==> src/design/pbf_pkg.sv <==
// Package for the polynomial bond force unit: payload structs, state codes,
// table geometry and saturation helpers. No dependencies.
package pbf_pkg;

   // Table geometry
   localparam int NUM_TYPES   = 64;
   localparam int POLY_DEGREE = 6;
   localparam int SLOTS       = 15;
   localparam int SLOT_DC     = 7;
   localparam int SLOT_EQ     = 13;
   localparam int SLOT_EQR    = 14;
   localparam int TYPE_IDX_W  = $clog2(NUM_TYPES);
   localparam int ADDR_W      = $clog2(NUM_TYPES * SLOTS);
   localparam int MEM_DEPTH   = NUM_TYPES * SLOTS;
   localparam int QUEUE_DEPTH = 2;
   localparam int QPTR_W      = $clog2(QUEUE_DEPTH);

   // Operation codes
   localparam logic OP_EVAL  = 1'b0;
   localparam logic OP_WRITE = 1'b1;

   // Register indexes
   localparam logic [1:0] CSR_FORCE_WEIGHT  = 2'd0;
   localparam logic [1:0] CSR_PRESSURE_MODE = 2'd1;
   localparam logic [1:0] CSR_EQ_SELECT     = 2'd2;

   // Pressure modes
   localparam logic [1:0] PMODE_NONE = 2'd0;
   localparam logic [1:0] PMODE_DIAG = 2'd1;

   typedef struct packed {
      logic               op;
      logic [5:0]         bond_type;
      logic [3:0]         coef_slot;
      logic signed [31:0] coef_value;
      logic signed [31:0] disp_x;
      logic signed [31:0] disp_y;
      logic signed [31:0] disp_z;
      logic               last_bond;
   } req_item_type;

   typedef struct packed {
      logic signed [31:0] bond_energy;
      logic signed [31:0] force_x;
      logic signed [31:0] force_y;
      logic signed [31:0] force_z;
      logic signed [47:0] energy_total;
      logic signed [47:0] press_xx;
      logic signed [47:0] press_yy;
      logic signed [47:0] press_zz;
      logic signed [47:0] press_xy;
      logic signed [47:0] press_xz;
      logic signed [47:0] press_yz;
      logic               totals_valid;
   } rsp_item_type;

   // Classified command handed from the front to the engine
   typedef struct packed {
      logic               is_write;
      logic               last;
      logic [ADDR_W-1:0]  base;
      logic [3:0]         slot;
      logic signed [31:0] value;
      logic signed [31:0] dx;
      logic signed [31:0] dy;
      logic signed [31:0] dz;
   } cmd_type;

   // Queue handshake between front and engine
   typedef struct packed {
      logic    valid;
      cmd_type cmd;
   } queue_head_type;

   typedef enum logic [4:0] {
      ST_IDLE, ST_SQ_MUL, ST_SQ_ACC, ST_SQRT, ST_RD_EQ, ST_RR0, ST_LOAD,
      ST_H_MUL, ST_H_ADD, ST_RD_D, ST_DIV_SET, ST_DIV, ST_PRE,
      ST_F_MUL, ST_F_ADD, ST_W_MUL, ST_W_ADD, ST_T_MUL, ST_T_ADD, ST_FIN
   } state_type;

   function automatic logic signed [31:0] sat32(input logic signed [48:0] v);
      logic signed [31:0] r;
      if (v > 49'sd2147483647)       r = 32'sh7FFFFFFF;
      else if (v < -49'sd2147483648) r = 32'sh80000000;
      else                           r = v[31:0];
      return r;
   endfunction

   function automatic logic signed [47:0] sat48(input logic signed [48:0] v);
      logic signed [47:0] r;
      if (v[48] != v[47]) r = v[48] ? {1'b1, 47'd0} : {1'b0, {47{1'b1}}};
      else                r = v[47:0];
      return r;
   endfunction

   // Tensor term t uses d[term_d(t)] * f[term_f(t)]: xx yy zz xy xz yz
   function automatic logic [1:0] term_d(input logic [2:0] t);
      logic [1:0] r;
      case (t)
         3'd1:    r = 2'd1;
         3'd2:    r = 2'd2;
         3'd5:    r = 2'd1;
         default: r = 2'd0;
      endcase
      return r;
   endfunction

   function automatic logic [1:0] term_f(input logic [2:0] t);
      logic [1:0] r;
      case (t)
         3'd0:    r = 2'd0;
         3'd1:    r = 2'd1;
         3'd3:    r = 2'd1;
         default: r = 2'd2;
      endcase
      return r;
   endfunction

endpackage

==> src/design/pbf_front.sv <==
// Front end: accepts request transactions, classifies them into commands
// (table row base address) and buffers them in a short queue. Uses pbf_pkg.
module pbf_front (
   input  logic                  clock,
   input  logic                  reset,
   input  logic                  req_push,
   output logic                  req_full,
   input  pbf_pkg::req_item_type req_item,
   output pbf_pkg::queue_head_type q_head,
   input  logic                  q_pop
);
   import pbf_pkg::*;

   cmd_type              entry_ff [QUEUE_DEPTH];
   logic [QPTR_W-1:0]    wr_ptr_ff;
   logic [QPTR_W-1:0]    rd_ptr_ff;
   logic [QPTR_W:0]      count_ff;
   cmd_type              cmd_new;
   logic [TYPE_IDX_W-1:0] type_idx;
   logic                 do_push;
   logic                 do_pop;

   // Classify: row base = type * 15
   always_comb begin
      type_idx         = req_item.bond_type[TYPE_IDX_W-1:0];
      cmd_new.is_write = (req_item.op == OP_WRITE);
      cmd_new.last     = req_item.last_bond;
      cmd_new.base     = ADDR_W'({type_idx, 4'b0000}) - ADDR_W'(type_idx);
      cmd_new.slot     = req_item.coef_slot;
      cmd_new.value    = req_item.coef_value;
      cmd_new.dx       = req_item.disp_x;
      cmd_new.dy       = req_item.disp_y;
      cmd_new.dz       = req_item.disp_z;
   end

   assign req_full     = (count_ff == (QPTR_W+1)'(QUEUE_DEPTH));
   assign do_push      = req_push && !req_full;
   assign do_pop       = q_pop && (count_ff != '0);
   assign q_head.valid = (count_ff != '0);
   assign q_head.cmd   = entry_ff[rd_ptr_ff];

   // Queue storage
   always_ff @(posedge clock) begin
      if (do_push) begin
         entry_ff[wr_ptr_ff] <= cmd_new;
      end
   end

   // Queue pointers
   always_ff @(posedge clock) begin
      if (reset) begin
         wr_ptr_ff <= '0;
         rd_ptr_ff <= '0;
         count_ff  <= '0;
      end else begin
         if (do_push) wr_ptr_ff <= wr_ptr_ff + 1'b1;
         if (do_pop)  rd_ptr_ff <= rd_ptr_ff + 1'b1;
         if (do_push && !do_pop)      count_ff <= count_ff + 1'b1;
         else if (!do_push && do_pop) count_ff <= count_ff - 1'b1;
      end
   end

endmodule

==> config.mk <==
export PLATFORM = sky130hd
export DESIGN_NAME = pbf_front
export DESIGN_NICKNAME = d
export VERILOG_FILES = /design/src/design/pbf_pkg.sv /design/src/design/pbf_front.sv
export SDC_FILE = /design/constraint.sdc
export NUM_CORES = 1
export LEC_CHECK = 0
export ABC_AREA = 0
export BUFFER_PORTS_ARGS = -buffer_cell sky130_fd_sc_hd__buf_2
export CAP_MARGIN = 20
export CORE_ASPECT_RATIO = 0.75
export CORE_MARGIN = 2
export CORE_UTILIZATION = 52
export CTS_CLUSTER_DIAMETER = 200
export DETAILED_ROUTE_END_ITERATION = 6
export GPL_TIMING_DRIVEN = 0
export PLACE_DENSITY = 0.81
export SLEW_MARGIN = 20
export SYNTH_ARGS = -nofsm -noshare
export SYNTH_HDL_FRONTEND = slang
export SYNTH_SLANG_ARGS = --single-unit
==> constraint.sdc <==
create_clock -name clock -period 6.35 [get_ports clock]
set_input_delay 1.27 -clock clock [delete_from_list [all_inputs] [get_ports clock]]
set_output_delay 1.27 -clock clock [all_outputs]
set_load 0.01 [all_outputs]
==> Yosys cells after proc, flatten, opt, wreduce, memory -nomap -nowiden <==
Memory sizes are Yosys's and may differ from the RTL's. A register that Yosys moved wholly into a read port is not among the register bits.
Index checks and enable logic that the tools add are counted.
Widths: inputs -> output; s select.
{ "word_totals": {"memories": 1, "ramBits": 288, "latch_bits": 0, "elab_cells": 25, "out_inout_bits": 146, "rom_bits": 0, "reg_bits": 4, "input_bits": 144} }
{ "mem_list": {"columns": ["memory", "depth", "word_bits", "rd", "rd_ports_with_merged_regs", "wr", "line", "source"], "rows": [
  ["entry_ff", 2, 144, 1, 1, 1, "pbf_front.sv:14", "cmd_type entry_ff [QUEUE_DEPTH];"]
]} }
{ "classes": {"eq_ne": 1, "reduce_logical": 9, "mux": 6, "n_lt_le_gt_ge": 0, "n_div": 0, "shift": 0, "mul": 0, "n_addsub": 5, "n_bitwise": 0} }
{ "op_table": {"columns": ["operator", "n"], "rows": [
  ["$sub 10x6->10", 1],
  ["$logic_and 1x1->1", 4],
  ["$mux 1", 4],
  ["$mux 2", 2],
  ["$reduce_bool 2->1", 2],
  ["$logic_not 1->1", 3],
  ["$add 1x1->1 const B", 2],
  ["$add 2x1->2 const B", 1],
  ["$eq 2x2->1 const B", 1],
  ["$sub 2x1->2 const B", 1]
]} }

==> Logic depth before layout (Yosys ltp) <==
{ "logic_depth": {"ltp_word": 7, "ltp_mapped": 6, "ltp_nobuf": 6} }

==> Worst setup path before layout <==
Ideal clock, no wire load.
{ "synth_timing": {"kind": "in2reg", "startpoint": "input port req_push", "endpoint": "memory entry_ff[1][0] in the netlist's numbering (enable)", "setup_ps": 521, "arrival_time_ps": 4765, "setup_slack_ps": 1064, "required_ps": 5829, "path_stages": 3, "path_buffers": 0, "path_cell_list": "inv_1 -> nor2_1 -> and2_1"} }
{ "synth_via": {"elab_chain_cells": 3} }
{ "synth_lines": {"columns": ["element", "line", "source"], "rows": [
  ["start, declared", "pbf_front.sv:6", "input logic req_push,"],
  ["$logic_and 1x1->1", "pbf_front.sv:37", "assign do_push = req_push && !req_full;"],
  ["named net do_push", "pbf_front.sv:20", "logic do_push;"],
  ["$mux 1", "pbf_front.sv:44", "if (do_push) begin"],
  ["$mux 1 (implied by the code)", "pbf_front.sv:45", "entry_ff[wr_ptr_ff] <= cmd_new;"],
  ["end, declared", "pbf_front.sv:14", null]
]} }
The timed path passes the listed nets, and every way through them passes these cells.

==> results_dict.tcl <==
set metrics [dict create \
    rsz0062_at_grt "false" \
    cts_root_buf "clkbuf_16" \
    antenna_found_initial 4 \
    area_growth_syn_to_layout_pct 25.4 \
    gp_congestion 0.773 \
    clk_pin_slew_worst_paths_ns 0.06 \
    syn_area_mm2 0.0109 \
    io_pins 290 \
    wirelength_um 21200 \
    final_util_pct 66.8 \
    drt-initial-drc-count 330 \
    clk-insertion-delay-late_ns 0.53 \
    hp-class "reg -> reg" \
    cts_made_buffers 28 \
    cap_viol_max_count 0 \
    postCtsHoldBufs 0 \
    post-place-ws_ns 3.02 \
    power_density_mw_per_mm2 393 \
    crit_path_start_kind "flop" \
    grt.total_usage_pct 18.4 \
    worstMarginPinSlew_ns 0.617 \
    syn_inst 506 \
    crit_required_ns 5.08 \
    grt_pass1_vias 5844 \
    ys_seq_area_share_pct 80.6 \
    gr-total-overflow 0 \
    start_util_pct 53.3 \
    core_area_mm2 0.0204 \
    synth.distinct_cells 30 \
    vias_per_cell 5.10 \
    yosysWarnings 0 \
    wire_per_inst_um 18.7 \
    crit_buf_inv 4 \
    leakage_nw 5.13 \
    status "finished clean" \
    drc 0 \
    slew_headroom_pct 58.9 \
    tns_ns 0 \
    cts_tree "yes" \
    portBuffers 287 \
    hold_ws_ns 0.506 \
    hold_viol 0 \
    num_rows 45 \
    die_h_um 129 \
    dp_hpwl_um 14500 \
    r2r_slack_ns 4.18 \
    syn_nets 654 \
    critPathKind "reg -> out" \
    fin_worst_skew_ns 0.00824 \
    cts.sinks 293 \
    endpoint_kind "primary output" \
    fin_crit_sh_pct 60.2 \
    h-tree-depth 1 \
    critical_path.most_common_cell "buf_2" \
    cp_slowest_cell "clkbuf_1" \
    drive_gt1_share_pct 53.9 \
    setup_ws_ns 2.53 \
    vdd_drop_max_mv 0.291 \
    grt_start_max_net_pins 76 \
    nets 975 \
    max_freq_mhz 262 \
    report.final.slew_viol_count 0 \
    max_stage_delay_ns 0.47 \
    dieArea_mm2 0.0221 \
    clockBufferDepth 3 \
    period_minus_slack_ns 3.82 \
    firstDrtPassIters 4 \
    cts_setup_buffers 0 \
    cp_max_fo 10 \
    crit_chain "clkbuf_1 -> buf_2 -> buf_4 -> mux2_1 -> buf_2" \
    detail-route-antenna-nets 0 \
    ys_ff_latch 293 \
    syn_area_per_cell_um2 21.5 \
    grt_pass1_wl_um 31000 \
    cpLargestDelayFamily "buffers and inverters" \
    die_w_um 171 \
    setup_viol 0 \
    vias 5777 \
    cp.arrival_ns 2.55 \
    cts_resized 0 \
]
-- through the flow --
stage          std cells  cell area (µm²)  total power, mW
2_1_floorplan        506            10900             3.35
3_3_place_gp        1075            12600             3.88
3_5_place_dp        1079            12700             3.87
4_1_cts             1130            13600             5.41
5_1_grt             1130            13600             5.58
6_report            1132            13600             5.35
-- synthesized netlist by cell type (all sizes together) --
cell type  count  area share [%]
edfxtp       288              80
mux2         144              15
buf           16            0.93
inv            7            0.24
dfxtp          5            0.92
nor2           5            0.17
xnor2          5            0.40
ha             4            0.46
o21ai          4            0.18
xor2           4            0.32
nor2b          3            0.17
a21o           2            0.14
a21oi          2           0.092
and2           2            0.12
clkbuf         2           0.069
mux2i          2            0.18
or3            2            0.12
a2111oi        1            0.25
a211o          1           0.081
a211oi         1           0.069
a22o           1           0.081
a31oi          1           0.058
and3b          1           0.081
nor3           1           0.092
nor4b          1           0.081
or2            1           0.058
-- path summary, 6_finish.rpt --
kind	to	start	depth (start not counted)
setup / recovery	q_head[118]	flop	5
hold / removal	flop	rd_ptr_ff	2
setup reg to reg	entry_ff[0][87]	count_ff[0]	4
hold reg to reg	flop	rd_ptr_ff	2
-- cells in the final DEF (no fill, tap or decap) --
master	synthesis	final
mux2_1	38	38
clkinv_1	0	6
xnor2_1	5	5
a2111oi_4	1	1
a21o_1	2	2
a211o_1	1	1
edfxtp_1	288	288
o21ai_1	1	1
ha_1	4	4
a211oi_1	1	1
nor2b_1	3	3
and2_1	2	1
and2_4	0	1
nor4b_1	1	1
nor3_2	1	1
clkinv_2	0	7
clkbuf_16	0	29
mux2i_1	2	2
a31oi_1	1	1
dfxtp_1	5	5
buf_16	0	2
clkinvlp_4	0	1
and3b_1	1	1
a21oi_1	2	2
buf_12	0	2
diode_2	0	2
o21ai_0	3	3
or2_2	1	1
mux2_2	106	106
buf_6	1	1
inv_8	0	2
buf_4	6	6
clkbuf_1	2	8
buf_2	9	296
xor2_1	4	4
a22o_1	1	1
or3_1	2	2
nor2_1	5	5
bufinv_16	0	1
inv_1	7	6
-- report_power, final --
| part | internal [mW] | total, mW | switching [mW] |
|---|---|---|---|
| Clock | 0.874 | 1.53 | 0.653 |
| Combinational | 0.594 | 1.34 | 0.743 |
| Sequential | 2.43 | 2.49 | 0.0557 |
| Total | 3.90 | 5.35 | 1.45 |
-- metal layers --
metal | wire length, µm | part of all wire, % | global-route usage [%]
met5 | 27 | 0.13 | 0
met4 | 547 | 2.6 | 5.13
met3 | 2190 | 10 | 6.35
met2 | 10200 | 48 | 32.2
met1 | 8200 | 39 | 22.1
-- final cells by class --
cell class	count	area, µm²
flip-flops and latches	293	8750
well taps	282	353
multi-input cells	188	1970
inverters	7	33.8
repair buffers	291	1530
fillers	1398	6770
clock buffers	35	748
plain buffers	18	109
diodes	2	5.00
clock inverters	16	106
-- worst reg2reg max path, cell delays in order, from the launching register on --
cell,delay (ns)
dfxtp_1,0.41
nor2b_1,0.11
or3_1,0.42
inv_8,0.43
buf_16,0.39
-- flip-flops by register name, summed over array words and instances, names as in the netlist, named ones only --
register and flops:
count_ff 2, entry_ff 288, rd_ptr_ff 1, wr_ptr_ff 1
-- cells by family (layout without fill, tap and decap cells) --
| group | count (synthesis) | count (layout) | synth area share, % |
|---|---|---|---|
| flops | 293 | 293 | 80.6 |
| compound gates | 13 | 13 | 0.957 |
| mux | 146 | 146 | 15.1 |
| other cells | 0 | 2 | 0 |
| buf+inv | 25 | 367 | 1.24 |
| xor+xnor | 9 | 9 | 0.726 |
| simple gates | 16 | 16 | 0.888 |
| fa+ha+maj | 4 | 4 | 0.461 |
Note: power is estimated with default switching activity, not from simulation.
